[config.mk]
export PLATFORM = sky130hd
export DESIGN_NAME = led_screen_frame_builder
export DESIGN_NICKNAME = d
export VERILOG_FILES = /design/src/lfb_pkg.sv /design/src/lfb_front.sv /design/src/lfb_cmd_fifo.sv /design/src/lfb_back.sv /design/src/led_screen_frame_builder.sv
export SDC_FILE = /design/constraint.sdc
export NUM_CORES = 1
export LEC_CHECK = 0
export BUFFER_PORTS_ARGS = -buffer_cell sky130_fd_sc_hd__buf_2
export CAP_MARGIN = 0
export CORE_UTILIZATION = 40
export CTS_CLUSTER_DIAMETER = 120
export DETAILED_ROUTE_END_ITERATION = 6
export GPL_TIMING_DRIVEN = 0
export PLACE_DENSITY = 0.58
export RECOVER_POWER = 25
export SETUP_SLACK_MARGIN = 0.15
export SYNTH_ARGS = -nofsm -noshare
export SYNTH_HDL_FRONTEND = slang
export SYNTH_SLANG_ARGS = --single-unit
[constraint.sdc]
create_clock -name clk -period 4.78 [get_ports clk]
set_input_delay 0.478 -clock clk [delete_from_list [all_inputs] [get_ports clk]]
set_output_delay 0.478 -clock clk [all_outputs]
set_load 0.02 [all_outputs]
[src/lfb_pkg.sv]
// Shared types, constants and helper functions of the LED-screen frame builder.
// Used by every module under src; depends on nothing.
package lfb_pkg;

  localparam logic [7:0] TAG_MARK   = 8'h23;
  localparam logic [7:0] DIGIT_ZERO = 8'h30;
  localparam logic [7:0] DIGIT_TWO  = 8'h32;
  localparam logic [7:0] FULL_COUNT = 8'd255;
  localparam int         BODY_START = 6;
  localparam int         PHASE_COUNT = 18;

  localparam logic [1:0] CFG_HEAD_FIRST   = 2'd0;
  localparam logic [1:0] CFG_HEAD_SECOND  = 2'd1;
  localparam logic [1:0] CFG_SHOW_COMMAND = 2'd2;

  typedef struct packed {
    logic [7:0] first_byte;
    logic [7:0] second_byte;
    logic       is_double;
    logic [7:0] frame_address;
    logic       last_char;
  } in_word_t;

  typedef struct packed {
    logic [9:0] position;
    logic [7:0] byte_value;
    logic       overflow;
    logic       frame_done;
  } out_word_t;

  typedef struct packed {
    logic [7:0] head_first;
    logic [7:0] head_second;
    logic [7:0] show_command;
  } cfg_t;

  // One classified character: held tag characters sent before it, the
  // character itself, tag characters flushed after it, and the header job.
  typedef struct packed {
    logic [1:0] pre_cnt;
    logic       fresh;
    logic       dbl;
    logic [7:0] b1;
    logic [7:0] b2;
    logic [1:0] post_cnt;
    logic [7:0] digit;
    logic [1:0] color;
    logic       last;
    logic [7:0] addr;
  } cmd_t;

  typedef enum logic [4:0] {
    P_PRE_HASH      = 5'd0,
    P_PRE_HASH_CLR  = 5'd1,
    P_PRE_DIG       = 5'd2,
    P_PRE_DIG_CLR   = 5'd3,
    P_B1            = 5'd4,
    P_B2            = 5'd5,
    P_FR_CLR        = 5'd6,
    P_POST_HASH     = 5'd7,
    P_POST_HASH_CLR = 5'd8,
    P_POST_DIG      = 5'd9,
    P_POST_DIG_CLR  = 5'd10,
    P_H0            = 5'd11,
    P_H1            = 5'd12,
    P_H2            = 5'd13,
    P_H3            = 5'd14,
    P_H4            = 5'd15,
    P_H5            = 5'd16,
    P_SUM           = 5'd17
  } phase_t;

  typedef struct packed {
    logic   found;
    phase_t phase;
  } phase_pick_t;

  typedef struct packed {
    logic push;
    logic full;
    logic pop;
    logic nonempty;
  } fifo_ctl_t;

  // Which byte steps a command needs, one bit per phase.
  function automatic logic [PHASE_COUNT-1:0] present_mask(input cmd_t c);
    logic [PHASE_COUNT-1:0] m;
    m = '0;
    m[P_PRE_HASH]      = (c.pre_cnt != 2'd0);
    m[P_PRE_HASH_CLR]  = (c.pre_cnt != 2'd0);
    m[P_PRE_DIG]       = (c.pre_cnt == 2'd2);
    m[P_PRE_DIG_CLR]   = (c.pre_cnt == 2'd2);
    m[P_B1]            = c.fresh;
    m[P_B2]            = c.fresh & c.dbl;
    m[P_FR_CLR]        = c.fresh;
    m[P_POST_HASH]     = (c.post_cnt != 2'd0);
    m[P_POST_HASH_CLR] = (c.post_cnt != 2'd0);
    m[P_POST_DIG]      = (c.post_cnt == 2'd2);
    m[P_POST_DIG_CLR]  = (c.post_cnt == 2'd2);
    m[P_H0]            = c.last;
    m[P_H1]            = c.last;
    m[P_H2]            = c.last;
    m[P_H3]            = c.last;
    m[P_H4]            = c.last;
    m[P_H5]            = c.last;
    m[P_SUM]           = c.last;
    return m;
  endfunction

  // First needed phase at or after the start index.
  function automatic phase_pick_t next_phase(input logic [PHASE_COUNT-1:0] m,
                                             input logic [4:0] start);
    phase_pick_t p;
    p.found = 1'b0;
    p.phase = P_PRE_HASH;
    for (int i = 0; i < PHASE_COUNT; i++) begin
      if (!p.found && m[i] && (5'(i) >= start)) begin
        p.found = 1'b1;
        p.phase = phase_t'(5'(i));
      end
    end
    return p;
  endfunction

endpackage

[src/lfb_front.sv]
// Front end of the frame builder: accepts characters, tracks color tags and
// classifies each character into a command. Depends on lfb_pkg.
module lfb_front (
  input  logic             clk,
  input  logic             rst,
  input  logic             in_valid,
  output logic             in_stall,
  input  lfb_pkg::in_word_t in_word,
  input  logic             fifo_full,
  output logic             push,
  output lfb_pkg::cmd_t    cmd
);

  logic [1:0] pending_count, pending_count_next;
  logic [7:0] pending_digit, pending_digit_next;
  logic [1:0] current_color, current_color_next;
  logic       accept, is_hash, is_digit;
  logic [7:0] digit_off;

  assign in_stall = fifo_full;
  assign accept   = in_valid & ~fifo_full;
  assign is_hash  = ~in_word.is_double & (in_word.first_byte == lfb_pkg::TAG_MARK);
  assign is_digit = ~in_word.is_double & (in_word.first_byte >= lfb_pkg::DIGIT_ZERO) &
                    (in_word.first_byte <= lfb_pkg::DIGIT_TWO);
  assign digit_off = pending_digit - lfb_pkg::DIGIT_ZERO;

  always_comb begin
    logic [1:0] pc;
    pc = pending_count;
    pending_digit_next = pending_digit;
    current_color_next = current_color;
    cmd = '0;
    cmd.b1   = in_word.first_byte;
    cmd.b2   = in_word.second_byte;
    cmd.dbl  = in_word.is_double;
    cmd.addr = in_word.frame_address;
    cmd.last = in_word.last_char;
    case (pending_count)
      2'd0: begin
        if (is_hash) pc = 2'd1;
        else cmd.fresh = 1'b1;
      end
      2'd1: begin
        if (is_digit) begin
          pc = 2'd2;
          pending_digit_next = in_word.first_byte;
        end else begin
          cmd.pre_cnt = 2'd1;
          if (is_hash) pc = 2'd1;
          else begin
            pc = 2'd0;
            cmd.fresh = 1'b1;
          end
        end
      end
      default: begin
        if (is_hash) begin
          current_color_next = digit_off[1:0];
          pc = 2'd0;
        end else begin
          cmd.pre_cnt = 2'd2;
          if (is_hash) pc = 2'd1;
          else begin
            pc = 2'd0;
            cmd.fresh = 1'b1;
          end
        end
      end
    endcase
    // A completed tag emits nothing, so the new color is also the color of
    // every character this word sends.
    cmd.color = current_color_next;
    cmd.digit = pending_digit_next;
    pending_count_next = pc;
    if (in_word.last_char) begin
      cmd.post_cnt       = pc;
      pending_count_next = 2'd0;
      pending_digit_next = 8'd0;
      current_color_next = 2'd0;
    end
  end

  assign push = accept & ((cmd.pre_cnt != 2'd0) | cmd.fresh | cmd.last);

  always_ff @(posedge clk) begin
    if (rst) begin
      pending_count <= 2'd0;
      pending_digit <= 8'd0;
      current_color <= 2'd0;
    end else if (accept) begin
      pending_count <= pending_count_next;
      pending_digit <= pending_digit_next;
      current_color <= current_color_next;
    end
  end

endmodule

[src/lfb_cmd_fifo.sv]
// Two-entry command queue between the front end and the byte writer.
// Depends on lfb_pkg.
module lfb_cmd_fifo (
  input  logic               clk,
  input  logic               rst,
  input  logic               push,
  input  lfb_pkg::cmd_t      push_cmd,
  input  logic               pop,
  output lfb_pkg::cmd_t      head,
  output lfb_pkg::fifo_ctl_t ctl
);

  lfb_pkg::cmd_t mem [2];
  logic       wr_ptr, rd_ptr;
  logic [1:0] count;

  assign head         = mem[rd_ptr];
  assign ctl.push     = push;
  assign ctl.pop      = pop;
  assign ctl.full     = (count == 2'd2);
  assign ctl.nonempty = (count != 2'd0);

  always_ff @(posedge clk) begin
    if (rst) begin
      wr_ptr <= 1'b0;
      rd_ptr <= 1'b0;
      count  <= 2'd0;
    end else begin
      if (push) wr_ptr <= ~wr_ptr;
      if (pop) rd_ptr <= ~rd_ptr;
      count <= count + 2'(push) - 2'(pop);
    end
  end

  always_ff @(posedge clk) begin
    if (push) mem[wr_ptr] <= push_cmd;
  end

  assert property (@(posedge clk) disable iff (rst) !(pop && count == 2'd0))
    else $error("command queue popped while empty");
  assert property (@(posedge clk) disable iff (rst) !(push && count == 2'd2))
    else $error("command queue pushed while full");
  assert property (@(posedge clk) disable iff (rst) count <= 2'd2)
    else $error("command queue count out of range");

endmodule

[src/lfb_back.sv]
// Byte writer of the frame builder: expands commands into frame byte words,
// keeps position, checksum and body count, and writes header and checksum.
// Depends on lfb_pkg.
module lfb_back #(
  parameter int FRAME_BYTES = 1024
) (
  input  logic               clk,
  input  logic               rst,
  input  lfb_pkg::cfg_t      cfg,
  input  lfb_pkg::cmd_t      head,
  input  logic               fifo_nonempty,
  output logic               pop,
  output logic               out_valid,
  input  logic               out_stall,
  output lfb_pkg::out_word_t out_word
);

  localparam int PW = $clog2(FRAME_BYTES);
  localparam logic [PW-1:0] CSUM_SLOT = PW'(FRAME_BYTES - 1);
  localparam logic [PW-1:0] START_POS = PW'(lfb_pkg::BODY_START);

  logic [PW-1:0]      wp, wp_next;
  logic [7:0]         running_xor, running_xor_next;
  logic [7:0]         body_count, body_count_next;
  logic               overflow_seen, overflow_seen_next;
  logic               busy, busy_next;
  lfb_pkg::phase_t    phase, phase_next;
  lfb_pkg::cmd_t      cmd, cmd_next;
  logic               out_valid_next;
  lfb_pkg::out_word_t out_word_next;

  logic               advance, exec, is_body;
  logic [7:0]         body_val, hi, lo;
  logic [PW+9:0]      pos_ext;
  lfb_pkg::phase_pick_t nxt, first;

  assign advance = ~out_valid | ~out_stall;
  assign exec    = busy & advance;
  assign hi      = (body_count == lfb_pkg::FULL_COUNT) ? 8'd1 : 8'd0;
  assign lo      = (body_count == lfb_pkg::FULL_COUNT) ? 8'd0 : body_count;
  assign pos_ext = {10'd0, wp};
  assign nxt     = lfb_pkg::next_phase(lfb_pkg::present_mask(cmd), 5'(phase) + 5'd1);
  assign first   = lfb_pkg::next_phase(lfb_pkg::present_mask(head), 5'd0);

  always_comb begin
    is_body  = 1'b1;
    body_val = {6'd0, cmd.color};
    case (phase)
      lfb_pkg::P_PRE_HASH, lfb_pkg::P_POST_HASH: body_val = lfb_pkg::TAG_MARK;
      lfb_pkg::P_PRE_DIG, lfb_pkg::P_POST_DIG:   body_val = cmd.digit;
      lfb_pkg::P_B1:                             body_val = cmd.b1;
      lfb_pkg::P_B2:                             body_val = cmd.b2;
      lfb_pkg::P_PRE_HASH_CLR, lfb_pkg::P_PRE_DIG_CLR, lfb_pkg::P_FR_CLR,
      lfb_pkg::P_POST_HASH_CLR, lfb_pkg::P_POST_DIG_CLR:
        body_val = {6'd0, cmd.color};
      default: is_body = 1'b0;
    endcase
  end

  always_comb begin
    wp_next            = wp;
    running_xor_next   = running_xor;
    body_count_next    = body_count;
    overflow_seen_next = overflow_seen;
    busy_next          = busy;
    phase_next         = phase;
    cmd_next           = cmd;
    pop                = 1'b0;
    out_valid_next     = out_valid;
    out_word_next      = out_word;
    if (advance) begin
      out_valid_next = 1'b0;
      out_word_next.position   = pos_ext[9:0];
      out_word_next.byte_value = body_val;
      out_word_next.overflow   = overflow_seen;
      out_word_next.frame_done = 1'b0;
    end
    if (exec) begin
      if (is_body) begin
        if (wp < CSUM_SLOT) begin
          out_valid_next   = 1'b1;
          running_xor_next = running_xor ^ body_val;
          body_count_next  = body_count + 8'd1;
          wp_next          = wp + PW'(1);
        end else begin
          overflow_seen_next = 1'b1;
        end
      end else begin
        out_valid_next = 1'b1;
        case (phase)
          lfb_pkg::P_H0: begin
            out_word_next.position   = 10'd0;
            out_word_next.byte_value = cfg.head_first;
          end
          lfb_pkg::P_H1: begin
            out_word_next.position   = 10'd1;
            out_word_next.byte_value = cfg.head_second;
          end
          lfb_pkg::P_H2: begin
            out_word_next.position   = 10'd2;
            out_word_next.byte_value = cmd.addr;
          end
          lfb_pkg::P_H3: begin
            out_word_next.position   = 10'd3;
            out_word_next.byte_value = cfg.show_command;
          end
          lfb_pkg::P_H4: begin
            out_word_next.position   = 10'd4;
            out_word_next.byte_value = hi;
          end
          lfb_pkg::P_H5: begin
            out_word_next.position   = 10'd5;
            out_word_next.byte_value = lo;
          end
          default: begin
            // Checksum closes the frame and starts the next one afresh.
            out_word_next.byte_value = running_xor ^ cmd.addr ^ cfg.show_command ^ hi ^ lo;
            out_word_next.frame_done = 1'b1;
            wp_next            = START_POS;
            running_xor_next   = 8'd0;
            body_count_next    = 8'd0;
            overflow_seen_next = 1'b0;
          end
        endcase
      end
      if (nxt.found) begin
        phase_next = nxt.phase;
      end else if (fifo_nonempty) begin
        pop        = 1'b1;
        cmd_next   = head;
        phase_next = first.phase;
      end else begin
        busy_next = 1'b0;
      end
    end else if (!busy && fifo_nonempty) begin
      pop        = 1'b1;
      busy_next  = 1'b1;
      cmd_next   = head;
      phase_next = first.phase;
    end
  end

  always_ff @(posedge clk) begin
    if (rst) begin
      wp            <= START_POS;
      running_xor   <= 8'd0;
      body_count    <= 8'd0;
      overflow_seen <= 1'b0;
      busy          <= 1'b0;
      phase         <= lfb_pkg::P_PRE_HASH;
      out_valid     <= 1'b0;
    end else begin
      wp            <= wp_next;
      running_xor   <= running_xor_next;
      body_count    <= body_count_next;
      overflow_seen <= overflow_seen_next;
      busy          <= busy_next;
      phase         <= phase_next;
      out_valid     <= out_valid_next;
    end
  end

  always_ff @(posedge clk) begin
    cmd      <= cmd_next;
    out_word <= out_word_next;
  end

  assert property (@(posedge clk) disable iff (rst) (wp <= CSUM_SLOT) && (wp >= START_POS))
    else $error("write position left the frame body");
  assert property (@(posedge clk) disable iff (rst)
                   body_count == 8'({8'd0, wp} - (PW + 8)'(lfb_pkg::BODY_START)))
    else $error("body count out of step with write position");
  assert property (@(posedge clk) disable iff (rst)
                   (exec && phase == lfb_pkg::P_SUM) |=>
                   (wp == START_POS) && !overflow_seen && out_valid && out_word.frame_done)
    else $error("checksum did not close the frame");
  assert property (@(posedge clk) disable iff (rst)
                   (exec && is_body && wp >= CSUM_SLOT) |=> overflow_seen)
    else $error("dropped body byte not flagged");

endmodule

[src/led_screen_frame_builder.sv]
// Top level of the LED-screen frame builder: configuration registers and the
// front end, command queue and byte writer. Depends on lfb_pkg and the lfb_ modules.
//
// Use: characters, already in code-page bytes, enter as words on the input
// channel (in_valid / in_stall / in_word). Each word leaves zero or more frame
// byte writes on the output channel (out_valid / out_stall / out_word): the
// body starting at position 6, and after the word marked last_char the six
// header bytes at positions 0 to 5 and the checksum, flagged frame_done.
// The header registers are written through cfg_write / cfg_index / cfg_data;
// the user must do so only while the block is idle; the block does not enforce it.
// Flow: with the writer free, a word's first write passes the command queue,
// the writer's command register and the output register. The byte writer
// produces at most one frame byte per cycle and waits while the output stalls; a
// single-byte character writes 2 bytes, a double-byte character 3, a broken tag
// two more per held character (the character and its color byte), and the last
// word 7 more for header and checksum. Color tags write no byte. A two-word
// command queue lets the front end keep accepting while the writer is busy.
// A stalled output word holds; the writer waits and, once the queue fills,
// in_stall rises. Reset clears the registers and starts an empty frame.
module led_screen_frame_builder #(
  parameter int FRAME_BYTES = 1024
) (
  input  logic               clk,
  input  logic               rst,
  input  logic               in_valid,
  output logic               in_stall,
  input  lfb_pkg::in_word_t  in_word,
  output logic               out_valid,
  input  logic               out_stall,
  output lfb_pkg::out_word_t out_word,
  input  logic               cfg_write,
  input  logic [1:0]         cfg_index,
  input  logic [7:0]         cfg_data
);

  lfb_pkg::cfg_t      cfg;
  lfb_pkg::cmd_t      push_cmd, head;
  lfb_pkg::fifo_ctl_t fifo_ctl;
  logic               push, pop;

  // Header registers; an index past the list is ignored.
  always_ff @(posedge clk) begin
    if (rst) begin
      cfg <= '0;
    end else if (cfg_write) begin
      case (cfg_index)
        lfb_pkg::CFG_HEAD_FIRST:   cfg.head_first   <= cfg_data;
        lfb_pkg::CFG_HEAD_SECOND:  cfg.head_second  <= cfg_data;
        lfb_pkg::CFG_SHOW_COMMAND: cfg.show_command <= cfg_data;
        default: ;
      endcase
    end
  end

  lfb_front u_front (
    .clk       (clk),
    .rst       (rst),
    .in_valid  (in_valid),
    .in_stall  (in_stall),
    .in_word   (in_word),
    .fifo_full (fifo_ctl.full),
    .push      (push),
    .cmd       (push_cmd)
  );

  lfb_cmd_fifo u_fifo (
    .clk      (clk),
    .rst      (rst),
    .push     (push),
    .push_cmd (push_cmd),
    .pop      (pop),
    .head     (head),
    .ctl      (fifo_ctl)
  );

  lfb_back #(
    .FRAME_BYTES (FRAME_BYTES)
  ) u_back (
    .clk           (clk),
    .rst           (rst),
    .cfg           (cfg),
    .head          (head),
    .fifo_nonempty (fifo_ctl.nonempty),
    .pop           (pop),
    .out_valid     (out_valid),
    .out_stall     (out_stall),
    .out_word      (out_word)
  );

endmodule

# Yosys cells after proc, flatten, opt, wreduce, memory -nomap -nowiden
# Memory sizes are Yosys's and may differ from the RTL's. A register that Yosys moved wholly into a read port is not among the register bits.
# Index checks and enable logic that the tools add are counted.
# totals
reg_bits	135
ram_bits	82
inputBits	41
output_inout_bits	22
word_cells	324
memories	1
# memory_table
name	words	width	read_ports	rd_ports_with_merged_regs	write_ports	line	text
u_fifo.mem	2	41	1	1	1	lfb_cmd_fifo.sv:13	lfb_pkg::cmd_t mem [2];
# op_classes
add_sub_neg	6
magnitude_cmp	21
eq_ne	33
muxes	100
bitwise_logic	22
reduce_logical	111
# ops
op	n
2-to-1 mux 6 bit	35
2-to-1 mux 41 bit	4
2-to-1 mux 8 bit	9
one-hot mux 10 bit (6 select lines)	1
logical AND 1 bit	53
one-hot mux 8 bit (6 select lines)	1
equality test 5 x 4 -> 1 bit, second input constant	8
greater-or-equal comparator 4 x 5 -> 1 bit, first input constant	8
bitwise XOR 8 bit	5
2-to-1 mux 18 bit	2
zero test 1 bit	35
one-hot mux 8 bit (4 select lines)	1
2-to-1 mux 10 bit	3
2-to-1 mux 1 bit	26
2-to-1 mux 5 bit	5
equality test 5 x 3 -> 1 bit, second input constant	4
greater-or-equal comparator 3 x 5 -> 1 bit, first input constant	4
2-to-1 mux 20 bit	1
2-to-1 mux 2 bit	8
nonzero test 2 bit	7
equality test 2 bit, second input constant	6
AND reduction 3 bit	4
OR reduction 11 bit	1
adder 10 x 1 -> 10 bit, second input constant	1
31 further kinds	61

# Depth between registers and ports, before layout
# Gate-level depths: netlist of the first run.
# logic_depth
word_depth	76
depth_mapped	15

# Modules after synthesis
# Synthesis of the first run repeated with hierarchy kept, for this count alone.
# hier_totals
cells_unflattened	892
hier_area_um2	10450.0
# by_module_without_submodules
module	n_inst	cells_each	area_each_um2	seq_area_each_um2
lfb_back	1	546	5177.5	2322.2
lfb_cmd_fifo	1	151	3399.5	2562.5
led_screen_frame_builder	1	91	999.7	480.5
lfb_front	1	104	873.3	240.2

# Worst setup path after synthesis of the first run
# No wires, ideal clock.
# synth_path
kind	input -> register
start	input in_word[18] in the netlist's numbering
end	memory u_fifo.mem[0][0] in the netlist's numbering, enable pin
setup_time_ns	0.490
arrival_ns	3.752
setup_slack_ns	0.538
path_stages	5
path_cell_list	nand2_1 > nor4b_1 > nand3b_1 > a21oi_1 > nor3_1
# synth_via
elab_chain_len	11
elab_cells_between_ends	17
# synth_lines
element	line	text
from (decl)	led_screen_frame_builder.sv:27	input lfb_pkg::in_word_t in_word,
greater-or-equal comparator 8 x 6 -> 1 bit	lfb_front.sv:23	assign is_digit = ~in_word.is_double & (in_word.first_byte >= lfb_pkg::DIGIT_ZERO) &
AND 1 bit (2 in series)	lfb_front.sv:23	
2-to-1 mux 2 bit	lfb_front.sv:44	if (is_digit) begin
one-hot mux 2 bit (2 select lines)	lfb_front.sv:38	case (pending_count)
nonzero test 2 bit	lfb_front.sv:83	assign push = accept & ((cmd.pre_cnt != 2'd0) | cmd.fresh | cmd.last);
bitwise OR 1 bit (*) (2 in series)	lfb_front.sv:83	
AND 1 bit (*)	lfb_front.sv:83	
2-to-1 mux 1 bit (*)	lfb_cmd_fifo.sv:36	if (push) mem[wr_ptr] <= push_cmd;
2-to-1 mux 1 bit (not written as such) (*)	lfb_cmd_fifo.sv:36	
to (decl)	lfb_cmd_fifo.sv:13	
# Every way passes the cells marked *; elsewhere a longest branch is shown, timed or not.

# Final worst setup path of the first run
# layout_path
start	register u_back.phase[1]
end	register u_fifo.count[1]
# layout_via
elab_chain_len	75
elab_cells_between_ends	92
# layout_lines
element	line	text
from (decl)	lfb_back.sv:27	lfb_pkg::phase_t phase, phase_next;
from (signal assigned)	lfb_back.sv:150	phase <= lfb_pkg::P_PRE_HASH;
from (signal assigned)	lfb_back.sv:158	phase <= phase_next;
adder 5 x 1 -> 5 bit (*)	lfb_back.sv:42	assign nxt = lfb_pkg::next_phase(lfb_pkg::present_mask(cmd), 5'(phase) + 5'd1);
greater-or-equal comparator 1 x 5 -> 1 bit	lfb_pkg.sv:117	if (!p.found && m[i] && (5'(i) >= start)) begin
logical AND 1 bit	lfb_pkg.sv:117	
2-to-1 mux 6 bit	lfb_pkg.sv:117	
zero test 1 bit	lfb_pkg.sv:117	
logical AND 1 bit (2 in series)	lfb_pkg.sv:117	
2-to-1 mux 6 bit	lfb_pkg.sv:117	
zero test 1 bit	lfb_pkg.sv:117	
[56 not listed]	--	
logical AND 1 bit (2 in series)	lfb_pkg.sv:117	
2-to-1 mux 6 bit	lfb_pkg.sv:117	
zero test 1 bit	lfb_pkg.sv:117	
logical AND 1 bit (2 in series)	lfb_pkg.sv:117	
2-to-1 mux 6 bit (*)	lfb_pkg.sv:117	
2-to-1 mux 1 bit (*)	lfb_back.sv:126	if (nxt.found) begin
2-to-1 mux 1 bit (*)	lfb_back.sv:78	if (exec) begin
subtractor 2 x 1 -> 2 bit (*)	lfb_cmd_fifo.sv:31	count <= count + 2'(push) - 2'(pop);
to (signal assigned)	lfb_cmd_fifo.sv:31	
to (decl)	lfb_cmd_fifo.sv:15	logic [1:0] count;
# Marks and branches as above.
# A chain may end at the register's enable or synchronous reset.

==> results.ini, run 1 <==
[floorplanning]
die_area_um2=25390
coreArea_um2=24320
dieWidth_um=159.3
start_util=0.4072
fp-row-count=57
die_y_um=159.3
io_pins=63

[grt]
grt_pass1_vias=6689
grt_usage=0.1834
grt_first_pass_wirelength_um=36800
grt_max_degree=23
grt_antenna_before_repair=0
grt_overflow=0

[setup_path]
max_stage_delay_ps=510
crit_arrival_ps=4340
required_ps=5220
endpoint_kind=flip-flop
critical_path.most_common_cell=ha_1
crit_type=flip-flop to flip-flop
critPathLaunchType=flip-flop
crit_chain=ha_1 > buf_2 > and3_1 > ha_1 > buf_2 > o21ai_0 > a21o_1 > o32ai_4 > a22o_1 > nor3_4 > xor2_1 > ha_1 > xnor2_1 > or2_2 > mux2i_1
cp_top_family=simple AND/OR/NAND/NOR gates
path_buf_inv=2
cp_max_fo=10
critPathSlowestCell=dfxtp_1

[power_and_ir_drop]
peakVddDrop_v=0.0003194
cellPowerDensity_nw_per_um2=568.3
p_total_w=0.006519
p_leak_nw=4.158

[drt]
dr.pass1.iters=7
wire_per_inst_um=17.96
vias=6714
drc=0
ant_nets=0
vias_per_cell=5.241
drt_wl_total_um=23000
drt-initial-drc-count=678

[cells_and_area]
fin_nets=990
fin_cells=1281
drive_gt1_frac=0.1964
diodes=0
area_delta_synth_final_pct=15.85
final_util=0.4717

[synthesis]
yosysMostFrequentCell=edfxtp_1
synth_xor_area_frac=0.04511
synth_edf_count=124
synthAdderAreaFrac=0.01137
netlist_instances=846
synth_seq_cells=218
syn-num-nets=896
synth_top_family_by_area=simple AND/OR/NAND/NOR gates
ys.warnings.count=0
avgSynthCellArea_um2=11.70
syn_area_um2=9902
synth_compound_area_frac=0.1118
synth-simple-area-share=0.1510
netlist.area_leader.share=0.3760
synth.area.top_cells=edfxtp_1, dfxtp_1, mux2_2
async_reset_ff_frac=0
synthFlopType=edfxtp_1
synthMuxAreaShare=0.08428
yosysTopAreaCell=edfxtp_1
ys_top_cells_by_count=edfxtp_1, nor2_1, dfxtp_1
yosys.cell_types.count=84
yosysSeqAreaShare=0.5661

[timing]
min_period_ps=3901
setup_viol=0
relSlewSlack=0.3623
max_freq_mhz=256.3
period_share=0.8162
final_max_slew_viol_count=0
tightest_slew_ps=956.5
final_hold_viol_count=0
skew_ps=11.18
rsz0062_at_grt=no

[placed_design]
placed_cells=1239
dpl.hpwl_um=16540
gp_congestion=0.8809
port_buffers=62

[clock_tree]
cts_sinks=218
worstSkewPairLatency_ps=520
post-cts-setup-buffers=0
h-tree-depth=1
postCtsResizedCells=0
holdBufCountCts=0
ctsRootBufferMaster=clkbuf_16
clock_path_buffers=3
clkTransAtPathRegs_ps=60
cts_tree=done
cts_buffers=23

[min_path]
hold_class=input port to flip-flop

[flow_run]
maxCapViolCount=0

[outcome]
status=finished, final reports clean

-- area by class of cell --
cell class	count	area, um2
clock inverter	11	121.4
fill	2240	12850
tap	324	405.4
multi-input combinational	567	3993
timing repair buffer	69	390.4
buffer	44	236.5
inverter	17	63.81
clock buffer	31	655.6
sequential	218	5605
-- through the flow --
stage / cell area, um2 / hold slack (ps) / setup TNS [ps] / setup WS [ps]
2_1_floorplan: 9902 / 418.5 / 0 / 537.8
3_3_place_gp: 10620 / 433.6 / -61550 / -1498
3_5_place_dp: 10740 / 439.0 / 0 / 895.6
4_1_cts: 11510 / 120.5 / 0 / 867.2
5_1_grt: 11470 / 120.4 / 0 / 560.6
6_report: 11470 / 142.1 / 0 / 878.6
-- placed cells by master (no fill, tap or decap), types with 10 or more instances in the layout --
master / n
nand2b_1: 10
nand2_1: 59
o21ai_0: 28
and2_1: 14
nor2b_1: 10
xnor2_1: 32
mux2_2: 41
clkbuf_1: 50
nand3_1: 14
mux2i_1: 29
edfxtp_1: 124
buf_2: 46
inv_1: 14
a21oi_1: 28
xor2_1: 14
dfxtp_1: 94
a22oi_1: 20
clkbuf_16: 23
nor3_2: 10
nor3_1: 14
nor2_1: 97
-- worst paths after layout --
path / slack [ps] / cells after the start / endpoint / start
worst max register to register: 880 / 15 / u_fifo.count[1] / u_back.phase[1]
worst min register to register: 450 / 2 / u_back.out_word[16] / u_back.out_word[16]
worst min-delay path: 140 / 1 / u_fifo.mem[0][5] / in_word[6]
worst max-delay path: 880 / 15 / u_fifo.count[1] / u_back.phase[1]
-- where the power goes --
| part | switching (W) | internal [W] |
|---|---|---|
| logic | 0.00126 | 0.000846 |
| clock network | 0.000731 | 0.00108 |
| registers | 0.000192 | 0.00241 |
| total | 0.00218 | 0.00434 |
-- flip-flops by register name, indices dropped and copies added (netlist names), named ones only --
register,count
u_back.body_count,8
u_front.pending_count,2
u_back.wp,10
u_fifo.count,2
u_back.out_valid,1
u_fifo.wr_ptr,1
u_back.out_word,20
u_back.phase,5
u_back.cmd,41
u_back.running_xor,8
u_fifo.mem,82
cfg,24
u_front.current_color,2
u_back.overflow_seen,1
u_back.busy,1
u_front.pending_digit,8
u_fifo.rd_ptr,1
-- kinds of logic (layout without fill, tap and decap cells) --
| kind of cell | after synthesis | in the layout |
|---|---|---|
| and+or+nand+nor | 283 | 283 |
| DFF | 218 | 218 |
| AOI/OAI and AO/OA | 151 | 151 |
| muxes | 76 | 76 |
| buffers and inverters | 61 | 172 |
| xor gates and xnor gates | 48 | 48 |
| adders and majority gates | 9 | 9 |
-- metal layers --
metal	GRT usage	wire, um	up-vias
li1	-	-	3288
met1	0.2519	10780	3242
met2	0.3092	10860	152
met3	0.02344	932	32
met4	0.04108	433	0
met5	0	0	-
Power figures use the tool's default switching activity.
==> inputs of run 2 (changes only) <==
ABC_AREA = 1   (was not set)
PLACE_DENSITY = 0.59   (was 0.58)
clock period = 4.05 ns   (was 4.78 ns; I/O delays follow)
==> run 2 against run 1 <==
Against the previous run: highest routed layer unchanged; flip-flop and latch count unchanged; register-to-register slack worse by 360 ps; setup slack worse by 360 ps; sequential share of layout area up 0.69 points; clock power up 25%; area after synthesis down 1.8%; via count up 14%.
==> results.ini, run 2 <==
[outcome]
status=finished, final reports clean

[placed_design]
placed_cells=1484
port_buffers=62
gp_congestion=0.9045
dpl.hpwl_um=16670
pre_cts_slack_ps=118.5

[synthesis]
avgSynthCellArea_um2=8.835
yosys.cell_types.count=43
netlist.area_leader.share=0.3828
ys.warnings.count=0
yosysSeqAreaShare=0.5763
ys_top_cells_by_count=nand2_1, edfxtp_1, inv_1
syn-num-nets=1151
synth.area.top_cells=edfxtp_1, dfxtp_1, nand2_1
synthFlopType=edfxtp_1
async_reset_ff_frac=0
syn_area_um2=9727
netlist_instances=1101
yosysMostFrequentCell=nand2_1
yosysTopAreaCell=edfxtp_1
synth_seq_cells=218
synth_edf_count=124

[drt]
drc=0
drt_wl_total_um=23280
dr.pass1.iters=6
ant_nets=0
wire_per_inst_um=15.22
vias_per_cell=4.993
vias=7635
drt-initial-drc-count=534

[timing]
tightest_slew_ps=939.7
fin_setup_tns_ps=0
setup_viol=0
final_hold_viol_count=0
skew_ps=12.72
rsz0062_at_grt=no
max_freq_mhz=283.5
fin_ws_ps=522.2
relSlewSlack=0.3712
period_share=0.8711
final_max_slew_viol_count=0
min_period_ps=3528

[setup_path]
max_stage_delay_ps=430
critical_path.most_common_cell=nor2_2
r2r_slack_ps=520
required_ps=4210
critPathSlowestCell=inv_4
critPathLaunchType=flip-flop
startpoint=u_back.phase[0]
crit_chain=buf_2 > inv_1 > ha_1 > inv_1 > a21oi_1 > nand2_1 > nand3_1 > nand4_1 > nor2_2 > nand4_2 > nor2_2 > nand3_1 > nor2_2 > nand3_2 > nand2_4 > nand2_2 > inv_4
crit_type=flip-flop to flip-flop
crit_arrival_ps=3690
r2r_cells=17
endpoint_kind=flip-flop
r2r-start=u_back.phase[0]
cp_max_fo=41
worstReg2RegEnd=u_back.cmd[7]

[floorplanning]
io_pins=63
dieWidth_um=157.9
die_y_um=157.9
fp-row-count=56
start_util=0.4107
coreArea_um2=23680
die_area_um2=24950

[clock_tree]
cts_tree=done
worstSkewPairLatency_ps=530
cts_buffers=24
h-tree-depth=1
ctsRootBufferMaster=clkbuf_16
cts_sinks=218
holdBufCountCts=0
clock_path_buffers=3
clkTransAtPathRegs_ps=60

[cells_and_area]
final_common_cell=nand2_1
top_regs=u_fifo.mem (82), u_back.cmd (41), cfg (24)
largest_reg_flops=82
final_util=0.4778
regMostFlops=u_fifo.mem
drive_gt1_frac=0.09835
diodes=0
mostFrequentLayoutCells=nand2_1, edfxtp_1, inv_1
fin_nets=1242
area_delta_synth_final_pct=16.32
fin_cells=1529

[power_and_ir_drop]
peakVddDrop_v=0.0003441
p_leak_nw=4.456
p_total_w=0.007828
cellPowerDensity_nw_per_um2=691.8

[grt]
grt_first_pass_wirelength_um=36470
grt_pass1_vias=6981
grt_max_degree=42
grt_antenna_before_repair=0
grt_usage=0.1894
grt_overflow=0

[min_path]
hold_start=in_word[12]
hold_path_depth=1
hold_path_end=u_fifo.mem[0][23]
hold_class=input port to flip-flop

[flow_run]
maxCapViolCount=0

[run 2: through the flow]
step	hold slack, ps	instance area [um2]
after floorplan	408.6	9727
after global placement	436.6	10440
after detailed placement	440.8	10490
after CTS	47.13	11340
after global routing	48.22	11310
final	63.03	11310
[run 2: logic make-up after synthesis]
group | share of synthesized area
AND/OR/NAND/NOR | 0.2158
flip-flops | 0.5763
AO/OA/AOI/OAI | 0.1118
buffers and inverters | 0.06342
XOR/XNOR | 0.01801
adder cells (fa/ha/maj) | 0.01158
multiplexers | 0.003087
[run 2: worst max path at each step]
stage	endpoint	slack, ps	depth (start not counted)
2_1_floorplan	u_back.cmd[0]	470	19
3_3_place_gp	u_fifo.mem[1][2]	-830	12
3_5_place_dp	u_back.cmd[5]	120	19
4_1_cts	u_back.cmd[24]	370	19
5_1_grt	u_fifo.count[1]	170	25
6_report	u_back.cmd[7]	520	17
[run 2: layout make-up]
class / instances / area (um2)
clock inverter: 5 / 78.83
tap: 319 / 399.1
clock buffer: 39 / 769.5
buffer: 33 / 140.1
timing repair buffer: 65 / 316.6
sequential: 218 / 5607
inverter: 127 / 479.2
fill: 2344 / 12370
multi-input combinational: 723 / 3525
[run 2: critical path: cells and delay by family (launching register included)]
family          cells  cell delay (ps)
fa+ha+maj           1              340
flops               1              390
simple gates       11             1380
compound gates      1              180
buf+inv             4              860
[run 2: layer usage]
| metal | part of all wire | track usage | vias to the layer above |
|---|---|---|---|
| met2 | 0.47 | 0.3220 | 147 |
| met3 | 0.035 | 0.02518 | 36 |
| met5 | 0 | 0 | - |
| met4 | 0.023 | 0.04762 | 0 |
| met1 | 0.47 | 0.2544 | 3568 |
| li1 | - | - | 3884 |
[run 2: report_power, final]
group / internal (W) / switching, W
registers: 0.00290 / 0.000242
clock network: 0.00137 / 0.000888
logic: 0.000699 / 0.00173
total: 0.00497 / 0.00286
[run 2: what timing repair did]
item / CTS / global route
setup endpoints to repair: 41 / 42
pin swaps: 0 / 0
gates resized for setup: 1 / 3
setup buffers: 0 / 1
